===== config.mk =====
export PLATFORM = sky130hd
export DESIGN_NAME = half_step_stepper_positioner
export DESIGN_NICKNAME = d
export VERILOG_FILES = /design/src/rtl/core/hssp_pkg.sv /design/src/rtl/core/hssp_core.sv /design/src/rtl/core/hssp_skid.sv /design/src/rtl/core/half_step_stepper_positioner.sv
export SDC_FILE = /design/constraint.sdc
export NUM_CORES = 1
export LEC_CHECK = 0
export ABC_CLOCK_PERIOD_IN_PS = 9460
export BUFFER_PORTS_ARGS = -buffer_cell sky130_fd_sc_hd__buf_2
export CAP_MARGIN = 20
export CORE_ASPECT_RATIO = 1.25
export CORE_MARGIN = 2
export CORE_UTILIZATION = 25
export DETAILED_ROUTE_END_ITERATION = 8
export SKIP_CTS_REPAIR_TIMING = 1
export SLEW_MARGIN = 20
export SYNTH_ARGS = -nofsm -noshare
export SYNTH_HDL_FRONTEND = slang
export SYNTH_HIERARCHICAL = 1
export SYNTH_SLANG_ARGS = --single-unit

===== constraint.sdc =====
create_clock -name clk_i -period 9.46 [get_ports clk_i]
set_input_delay 2.365 -clock clk_i [delete_from_list [all_inputs] [get_ports clk_i]]
set_output_delay 2.365 -clock clk_i [all_outputs]
set_load 0.05 [all_outputs]

===== src/rtl/core/hssp_pkg.sv =====
// ----------------------------------------------------------------------------
// hssp_pkg: shared types and tables of the half-step stepper positioner
// Request codes, the result word layout, the coil sequence and the speed table.
// ----------------------------------------------------------------------------
package hssp_pkg;

  // Default width of the position counter, in bits.
  localparam int POSITION_BITS_DEFAULT = 12;

  localparam int REQ_W    = 2;
  localparam int TARGET_W = 16;
  localparam int SPEED_W  = 4;
  localparam int MAXPOS_W = 12;
  localparam int COILS_W  = 4;
  localparam int POS_OUT_W = 12;
  localparam int WAIT_W   = 13;
  localparam int CFG_DATA_W = 12;

  // Stream word widths; the data widths are padded to whole bytes.
  localparam int S_TDATA_W = 24;
  localparam int S_TUSER_W = 2;
  localparam int M_TDATA_W = 24;

  // Fixed part of the inter-step wait, in ticks.
  localparam logic [WAIT_W-1:0] WAIT_BASE = 13'd500;
  // Longest wait that can ever be loaded (slowest speed).
  localparam logic [WAIT_W-1:0] WAIT_MAX  = 13'd4500;

  typedef enum logic [REQ_W-1:0] {
    REQ_TICK = 2'd0,
    REQ_MOVE = 2'd1,
    REQ_STEP = 2'd2,
    REQ_HALT = 2'd3
  } req_type_e;

  typedef enum logic [0:0] {
    CFG_STEP_SPEED   = 1'b0,
    CFG_MAX_POSITION = 1'b1
  } cfg_index_e;

  typedef struct packed {
    logic                 rejected;
    logic                 running;
    logic [POS_OUT_W-1:0] position;
    logic [COILS_W-1:0]   coils;
  } hssp_result_t;

  // Half-step coil pattern for each of the eight phases, IN4..IN1.
  function automatic logic [COILS_W-1:0] coil_pattern(input logic [2:0] phase);
    logic [COILS_W-1:0] pat;
    case (phase)
      3'd0: pat = 4'h9;
      3'd1: pat = 4'h8;
      3'd2: pat = 4'hC;
      3'd3: pat = 4'h4;
      3'd4: pat = 4'h6;
      3'd5: pat = 4'h2;
      3'd6: pat = 4'h3;
      3'd7: pat = 4'h1;
      default: pat = 4'h0;
    endcase
    return pat;
  endfunction

  // 4000 / speed, with speed clamped to 1..10.
  function automatic logic [11:0] speed_quotient(input logic [SPEED_W-1:0] speed);
    logic [11:0] quo;
    case (speed)
      4'd0, 4'd1: quo = 12'd4000;
      4'd2:       quo = 12'd2000;
      4'd3:       quo = 12'd1333;
      4'd4:       quo = 12'd1000;
      4'd5:       quo = 12'd800;
      4'd6:       quo = 12'd666;
      4'd7:       quo = 12'd571;
      4'd8:       quo = 12'd500;
      4'd9:       quo = 12'd444;
      default:    quo = 12'd400;
    endcase
    return quo;
  endfunction

endpackage


===== src/rtl/core/hssp_core.sv =====
// ----------------------------------------------------------------------------
// hssp_core: position, phase and move state with the per-word update logic
// Applies one request per enabled cycle and presents the resulting word.
// ----------------------------------------------------------------------------
module hssp_core #(
  parameter int POSITION_BITS = hssp_pkg::POSITION_BITS_DEFAULT
) (
  input  logic                             clk_i,
  input  logic                             rst_ni,
  input  logic                             valid_i,
  input  hssp_pkg::req_type_e              req_i,
  input  logic [hssp_pkg::TARGET_W-1:0]    target_i,
  input  logic                             dir_i,
  input  logic [hssp_pkg::SPEED_W-1:0]     step_speed_i,
  input  logic [hssp_pkg::MAXPOS_W-1:0]    max_position_i,
  output hssp_pkg::hssp_result_t           result_o
);
  import hssp_pkg::*;

  logic [2:0]               phase_q, phase_d;
  logic [POSITION_BITS-1:0] pos_q, pos_d;
  logic [POSITION_BITS-1:0] tgt_q, tgt_d;
  logic                     active_q, active_d;
  logic [WAIT_W-1:0]        wait_q, wait_d;
  logic [COILS_W-1:0]       coil_q, coil_d;

  logic [15:0]              max_wide;
  logic [POSITION_BITS-1:0] lim;
  logic [15:0]              lim_wide;
  logic [POSITION_BITS-1:0] tgt_clamp;
  logic [WAIT_W-1:0]        wait_load;
  logic                     do_adv;
  logic                     do_single;
  logic [POSITION_BITS-1:0] adv_tgt;
  logic                     step_fwd;
  logic                     step_blocked;
  logic [2:0]               phase_next;
  logic [POSITION_BITS-1:0] pos_next;
  logic                     rejected;
  logic [15:0]              pos_wide;

  assign max_wide  = 16'(max_position_i);
  assign lim       = max_wide[POSITION_BITS-1:0];
  assign lim_wide  = 16'(lim);
  assign tgt_clamp = target_i[TARGET_W-1] ? '0 :
                     (target_i > lim_wide) ? lim : target_i[POSITION_BITS-1:0];
  assign wait_load = 13'(speed_quotient(step_speed_i)) + WAIT_BASE;

  // One half-step unit shared by moves and single steps.
  assign step_fwd     = do_adv ? (pos_q < adv_tgt) : dir_i;
  assign step_blocked = step_fwd ? (pos_q >= lim) : (pos_q == '0);
  assign phase_next   = step_fwd ? phase_q + 3'd1 : phase_q - 3'd1;
  assign pos_next     = step_fwd ? pos_q + POSITION_BITS'(1) : pos_q - POSITION_BITS'(1);

  always_comb begin
    phase_d   = phase_q;
    pos_d     = pos_q;
    tgt_d     = tgt_q;
    active_d  = active_q;
    wait_d    = wait_q;
    coil_d    = coil_q;
    do_adv    = 1'b0;
    do_single = 1'b0;
    adv_tgt   = tgt_q;
    rejected  = 1'b0;

    case (req_i)
      REQ_TICK: begin
        if (active_q) begin
          if (wait_q > 13'd1) begin
            wait_d = wait_q - 13'd1;
          end else begin
            wait_d = '0;
            do_adv = 1'b1;
          end
        end
      end
      REQ_MOVE: begin
        tgt_d = tgt_clamp;
        if (pos_q != tgt_clamp) begin
          active_d = 1'b1;
          do_adv   = 1'b1;
          adv_tgt  = tgt_clamp;
        end
      end
      REQ_STEP: begin
        if (active_q) begin
          rejected = 1'b1;
        end else begin
          do_single = 1'b1;
        end
      end
      REQ_HALT: begin
        coil_d   = '0;
        active_d = 1'b0;
        wait_d   = '0;
      end
      default: begin
        rejected = 1'b0;
      end
    endcase

    if (do_adv) begin
      if (pos_q == adv_tgt || step_blocked) begin
        // Target reached or a hard limit in the way: release the coils.
        coil_d   = '0;
        active_d = 1'b0;
        wait_d   = '0;
      end else begin
        phase_d = phase_next;
        pos_d   = pos_next;
        coil_d  = coil_pattern(phase_next);
        wait_d  = wait_load;
      end
    end

    if (do_single) begin
      if (step_blocked) begin
        rejected = 1'b1;
      end else begin
        phase_d = phase_next;
        pos_d   = pos_next;
        coil_d  = coil_pattern(phase_next);
      end
    end
  end

  always_ff @(posedge clk_i or negedge rst_ni) begin
    if (!rst_ni) begin
      phase_q  <= '0;
      pos_q    <= '0;
      tgt_q    <= '0;
      active_q <= 1'b0;
      wait_q   <= '0;
      coil_q   <= '0;
    end else if (valid_i) begin
      phase_q  <= phase_d;
      pos_q    <= pos_d;
      tgt_q    <= tgt_d;
      active_q <= active_d;
      wait_q   <= wait_d;
      coil_q   <= coil_d;
    end
  end

  assign pos_wide          = 16'(pos_d);
  assign result_o.coils    = coil_d;
  assign result_o.position = pos_wide[POS_OUT_W-1:0];
  assign result_o.running  = active_d;
  assign result_o.rejected = rejected;

`ifndef NO_ASSERTIONS
  // An idle positioner never holds a pending wait.
  a_idle_no_wait: assert property (@(posedge clk_i) disable iff (!rst_ni)
    !active_q |-> wait_q == '0)
    else $error("wait count nonzero while no move is active");

  // A running move always keeps the coils energized.
  a_move_energized: assert property (@(posedge clk_i) disable iff (!rst_ni)
    active_q |-> coil_q != '0)
    else $error("move active with coils released");

  // The countdown never exceeds the slowest loaded wait.
  a_wait_bound: assert property (@(posedge clk_i) disable iff (!rst_ni)
    wait_q <= WAIT_MAX)
    else $error("wait count above its maximum load");

  // Coil drive always matches the current phase unless released.
  a_coil_phase: assert property (@(posedge clk_i) disable iff (!rst_ni)
    coil_q == '0 || coil_q == coil_pattern(phase_q))
    else $error("coil drive does not match phase");
`endif

endmodule


===== src/rtl/core/hssp_skid.sv =====
// ----------------------------------------------------------------------------
// hssp_skid: two-entry output buffer for result words
// Holds a finished word while the downstream side stalls, at full rate.
// ----------------------------------------------------------------------------
module hssp_skid (
  input  logic                   clk_i,
  input  logic                   rst_ni,
  input  logic                   push_i,
  input  hssp_pkg::hssp_result_t push_data_i,
  output logic                   push_ready_o,
  output logic                   out_valid_o,
  output hssp_pkg::hssp_result_t out_data_o,
  input  logic                   out_ready_i
);
  import hssp_pkg::*;

  logic         main_valid_q, main_valid_d;
  logic         skid_valid_q, skid_valid_d;
  hssp_result_t main_data_q, main_data_d;
  hssp_result_t skid_data_q, skid_data_d;
  logic         main_free;

  assign push_ready_o = !skid_valid_q;
  assign main_free    = !main_valid_q || out_ready_i;

  always_comb begin
    main_valid_d = main_valid_q;
    skid_valid_d = skid_valid_q;
    main_data_d  = main_data_q;
    skid_data_d  = skid_data_q;
    if (main_free) begin
      main_valid_d = skid_valid_q || push_i;
      main_data_d  = skid_valid_q ? skid_data_q : push_data_i;
      skid_valid_d = 1'b0;
    end else if (push_i) begin
      skid_valid_d = 1'b1;
      skid_data_d  = push_data_i;
    end
  end

  always_ff @(posedge clk_i or negedge rst_ni) begin
    if (!rst_ni) begin
      main_valid_q <= 1'b0;
      skid_valid_q <= 1'b0;
    end else begin
      main_valid_q <= main_valid_d;
      skid_valid_q <= skid_valid_d;
    end
  end

  always_ff @(posedge clk_i) begin
    main_data_q <= main_data_d;
    skid_data_q <= skid_data_d;
  end

  assign out_valid_o = main_valid_q;
  assign out_data_o  = main_data_q;

`ifndef NO_ASSERTIONS
  // The spare entry only fills behind an occupied output entry.
  a_skid_behind_main: assert property (@(posedge clk_i) disable iff (!rst_ni)
    skid_valid_q |-> main_valid_q)
    else $error("skid entry valid with empty output entry");

  // A word parked in the spare entry moves to the output once it drains.
  a_skid_drains: assert property (@(posedge clk_i) disable iff (!rst_ni)
    skid_valid_q && out_ready_i |=> main_valid_q && !skid_valid_q)
    else $error("skid entry did not advance");

  // No push is taken while both entries are full.
  a_no_overflow: assert property (@(posedge clk_i) disable iff (!rst_ni)
    skid_valid_q && !out_ready_i |=> skid_valid_q && main_valid_q)
    else $error("buffer lost a word under stall");
`endif

endmodule


===== src/rtl/core/half_step_stepper_positioner.sv =====
// ----------------------------------------------------------------------------
// half_step_stepper_positioner: half-step stepper sequencer with position
// A word held in the input register is applied once the output buffer has
// room; its result word is then offered from that buffer to the master side.
// Throughput: one word per cycle while the buffer has room; the update is
// one pass of compare, increment and table lookup, input register to state.
// Reset: asynchronous, active low; position, phase and move state clear,
// coils released, step_speed 5 and max_position 1800.
// ----------------------------------------------------------------------------
module half_step_stepper_positioner #(
  parameter int POSITION_BITS = hssp_pkg::POSITION_BITS_DEFAULT
) (
  input  logic                               clk_i,
  input  logic                               rst_ni,
  // Slave side: request words.
  input  logic                               s_axis_tvalid,
  output logic                               s_axis_tready,
  // tdata fields, low bit up: target[15:0] (signed), dir[16], zero pad.
  input  logic [hssp_pkg::S_TDATA_W-1:0]     s_axis_tdata,
  // tuser fields: req_type[1:0].
  input  logic [hssp_pkg::S_TUSER_W-1:0]     s_axis_tuser,
  // Master side: result words.
  output logic                               m_axis_tvalid,
  input  logic                               m_axis_tready,
  // tdata fields, low bit up: coils[3:0], position[15:4], running[16],
  // rejected[17], zero pad.
  output logic [hssp_pkg::M_TDATA_W-1:0]     m_axis_tdata,
  // Configuration write channel.
  input  logic                               cfg_valid_i,
  output logic                               cfg_ready_o,
  input  logic                               cfg_index_i,
  input  logic [hssp_pkg::CFG_DATA_W-1:0]    cfg_data_i
);
  import hssp_pkg::*;

  // Configuration registers.
  logic [SPEED_W-1:0]  step_speed_q;
  logic [MAXPOS_W-1:0] max_position_q;

  // Input register: one request word waiting to be applied.
  logic                in_valid_q, in_valid_d;
  req_type_e           in_req_q;
  logic [TARGET_W-1:0] in_target_q;
  logic                in_dir_q;

  logic                s_fire;
  logic                apply;
  logic                push_ready;
  hssp_result_t        core_result;
  hssp_result_t        out_result;

  // Configuration is always accepted; it is only to be written while the block idles, which the block does not enforce.
  assign cfg_ready_o = 1'b1;

  always_ff @(posedge clk_i or negedge rst_ni) begin
    if (!rst_ni) begin
      step_speed_q   <= 4'd5;
      max_position_q <= 12'd1800;
    end else if (cfg_valid_i) begin
      case (cfg_index_e'(cfg_index_i))
        CFG_STEP_SPEED:   step_speed_q   <= cfg_data_i[SPEED_W-1:0];
        CFG_MAX_POSITION: max_position_q <= cfg_data_i[MAXPOS_W-1:0];
        default:          step_speed_q   <= step_speed_q;
      endcase
    end
  end

  // The held word is applied as soon as the output buffer has room, so the
  // input register refills in the same cycle and words stream at full rate.
  assign apply         = in_valid_q && push_ready;
  assign s_axis_tready = !in_valid_q || push_ready;
  assign s_fire        = s_axis_tvalid && s_axis_tready;

  always_comb begin
    in_valid_d = in_valid_q;
    if (s_fire) begin
      in_valid_d = 1'b1;
    end else if (apply) begin
      in_valid_d = 1'b0;
    end
  end

  always_ff @(posedge clk_i or negedge rst_ni) begin
    if (!rst_ni) begin
      in_valid_q <= 1'b0;
    end else begin
      in_valid_q <= in_valid_d;
    end
  end

  always_ff @(posedge clk_i) begin
    if (s_fire) begin
      in_req_q    <= req_type_e'(s_axis_tuser);
      in_target_q <= s_axis_tdata[TARGET_W-1:0];
      in_dir_q    <= s_axis_tdata[TARGET_W];
    end
  end

  hssp_core #(
    .POSITION_BITS(POSITION_BITS)
  ) u_core (
    .clk_i          (clk_i),
    .rst_ni         (rst_ni),
    .valid_i        (apply),
    .req_i          (in_req_q),
    .target_i       (in_target_q),
    .dir_i          (in_dir_q),
    .step_speed_i   (step_speed_q),
    .max_position_i (max_position_q),
    .result_o       (core_result)
  );

  hssp_skid u_skid (
    .clk_i        (clk_i),
    .rst_ni       (rst_ni),
    .push_i       (apply),
    .push_data_i  (core_result),
    .push_ready_o (push_ready),
    .out_valid_o  (m_axis_tvalid),
    .out_data_o   (out_result),
    .out_ready_i  (m_axis_tready)
  );

  assign m_axis_tdata = M_TDATA_W'(out_result);

`ifndef NO_ASSERTIONS
  // Back-pressure on the slave side only ever comes from a held word.
  a_ready_reason: assert property (@(posedge clk_i) disable iff (!rst_ni)
    !s_axis_tready |-> in_valid_q)
    else $error("slave side stalled with empty input register");

  // An applied word always yields a result word on the master side.
  a_apply_yields: assert property (@(posedge clk_i) disable iff (!rst_ni)
    apply |=> m_axis_tvalid)
    else $error("applied word produced no result word");

  // The padding bits of a result word are always zero.
  a_pad_zero: assert property (@(posedge clk_i) disable iff (!rst_ni)
    m_axis_tvalid |-> m_axis_tdata[M_TDATA_W-1:18] == '0)
    else $error("nonzero padding in result word");
`endif

endmodule


==> flow_summary.ini <==
[timing]
finalSetupViolations = 0
setup_slack_ps = 547.5
max_slew.worst_pin.slew_ps = 1053
worst_slew_margin_rel_pct = 29.79
slew_viol_final = 0
post-route-min-period_ps = 8912
clock_skew_ps = 12.37
finalHoldViolCount = 0
setup_tns_ps = 0
timing.fmax_mhz = 112.2
fin_crit_sh_pct = 94.21
rsz0062_at_grt = false

[critical_path]
rr_startpoint = max_position_q[10]
critPathMaxStageDelay_ps = 540
cpMostUsedCell = a21oi_1
worstPathMaxFanout = 29
startpoint = max_position_q[10]
rr_worst_depth = 36
critPathKind = register to register
required_ps = 9630
cp_slowest_cell = dfstp_2
crit_path_start_kind = register
cp.arrival_ps = 9080
end_kind = register

[clocking]
cts_tree = yes
htreeDepth = 4
path_clk_slew_ps = 60
cts_max_path_buffers = 2
cts.sinks = 119
clk_latency_ps = 420
cts-root-buf = clkbuf_16
cts-buffers-inserted = 17

[die]
start_util_pct = 25.41
dieWidth_um = 160.7
dieArea_um2 = 32130
ios = 71
core_area_um2 = 30200
chipHeight_um = 199.9
rows = 71

[synthesis]
syn-cell-area_um2 = 7675
synth_compound_area_share_pct = 14.48
synthAdderAreaFrac_pct = 9.162
yosys_warnings = 6
yosysSeqAreaShare_pct = 42.48
synth_simple_gate_area_share_pct = 13.09
synth_top_family_by_area = compound AO/OA/AOI/OAI gates
async_flop_share_pct = 53.78
avgSynthCellArea_um2 = 10.72
synth_mux_area_share_pct = 13.40
synth_xor_area_share_pct = 2.282
synthCells = 716
synth-main-ff-cell = dfrtp_1
synth_edf_count = 55
synth.distinct_cells = 73
ys_seq_elements = 119

[grt]
track_usage_pct = 11.58
antenna_found_initial = 1
grt_pass1_vias = 5587
grt_pass1_wl_um = 29120
overflow = 0
grt_max_degree = 65

[min_path]
whs_path_depth = 2
worstHoldPathType = register to register
worstHoldStart = u_core/tgt_q[0]

[finish]
drive_above_1_share_pct = 20.18
stdcell_area_um2 = 9027
antenna_cells = 0
final_nets = 874
area_growth_pct = 17.62

[placed_design]
dp_hpwl_um = 13240
placed_area_um2 = 8356
place_ws_ps = 388.4
gp_congestion = 0.8628
port_buffers = 56

[run_status]
status = completed

[route]
vias = 5663
ant_nets = 0
firstDrtPassIters = 5
drt-initial-drc-count = 357
vias_per_cell = 4.763
wirelength_um = 18080
wl_per_cell_um = 15.21
drcViolationCount = 0

[power]
leakage_nw = 3.804
p_total_mw = 2.851
cellPowerDensity_nw_per_um2 = 315.8
vdd_drop_max_mv = 0.1673

[run]
drv_cap = 0
cells by family after synthesis:
kind of cell               after synthesis
other                                    2
AOI/OAI and AO/OA                      158
and+or+nand+nor                        198
adders and majority gates               55
xor gates and xnor gates                20
buffers and inverters                   78
DFF                                    119
muxes                                   86
path summary, 6_finish.rpt:
kind	endpoint	slack, ps
worst max-delay path	u_skid/out_data_o[15]	550
worst min-delay path	u_core/tgt_q[0]	470
worst max register to register	u_skid/out_data_o[15]	550
worst min register to register	u_core/tgt_q[0]	470
max in group asynchronous	u_core/pos_q[4]	6710
min in group asynchronous	u_core/wait_q[3]	2120
synthesized netlist by cell type, drive strengths merged (7+ instances only):
cell type	number	area [um^2]
mux2	59	758.2
dfrtp	58	1451
edfxtp	55	1652
ha	53	663.1
nor2	52	195.2
inv	45	168.9
nand2	44	167.7
a21oi	39	198.9
mux2i	27	270.3
o21ai	24	123.9
nor3	23	115.1
buf	22	173.9
a21o	17	127.6
xnor2	15	131.4
o31ai	13	97.59
clkbuf	11	41.29
nand4	11	75.07
nand3	9	45.04
nor4	9	62.56
or3	9	56.30
nand2b	8	50.05
o221ai	8	70.07
a211oi	7	57.55
nand3b	7	52.55
metal layers:
metal	wire, um	up-vias	track usage [%]
met5	7	-	0
met4	369	2	4.299
met3	795	27	3.058
met2	8924	125	20.00
met1	7981	2728	13.93
li1	-	2781	-
layout by cell type, fill, tap and decap left out, types with 25 or more instances in the layout:
cell,n
buf_2,56
nor2_1,52
mux2i_1,27
mux2_4,25
edfxtp_1,55
nand2_1,43
a21oi_1,38
ha_1,53
inv_1,45
dfrtp_1,58
state kept, by name, summed over array words and instances (netlist names), 2 cells and up:
name and count:
step_speed_q 4, in_target_q 16, u_core/coil_q 4, in_req_q 2, u_core/phase_q 3, u_skid/skid_data_q 18
max_position_q 12, u_core/tgt_q 12, u_core/wait_q 13, u_core/pos_q 12, u_skid/out_data_o 18
report_power, final:
part           switching [mW]  internal (mW)
logic                   0.705          0.552
registers               0.160          0.740
clock network           0.250          0.444
total                    1.11           1.74
area by class of cell:
cell class | instances | area (um^2)
Clock inverter | 13 | 196.4
Timing Repair Buffer | 67 | 379.1
Inverter | 45 | 168.9
Clock buffer | 19 | 432.9
Sequential cell | 119 | 3261
Multi-Input combinational cell | 525 | 4088
Tap cell | 401 | 501.7
Fill cell | 3149 | 21180
critical path, delay by kind of cell, from the launching register on:
| kind | cells | cell delay (ps) |
|---|---|---|
| DFF | 1 | 540 |
| buffers and inverters | 5 | 900 |
| xor gates and xnor gates | 1 | 140 |
| muxes | 2 | 630 |
| and+or+nand+nor | 6 | 1350 |
| AOI/OAI and AO/OA | 19 | 4180 |
| adders and majority gates | 3 | 920 |
stage by stage:
stage / util [%] / instances / hold slack [ps]
CTS: 29.75 / 1186 / 478.1
global placement: 27.64 / 1154 / 461.4
floorplan: - / 721 / 448.4
detailed placement: 27.66 / 1154 / 465.6
finish: 29.89 / 1189 / 474.6
global route: 29.89 / 1189 / 500.7
No activity file was read; power rests on OpenSTA's default activity.
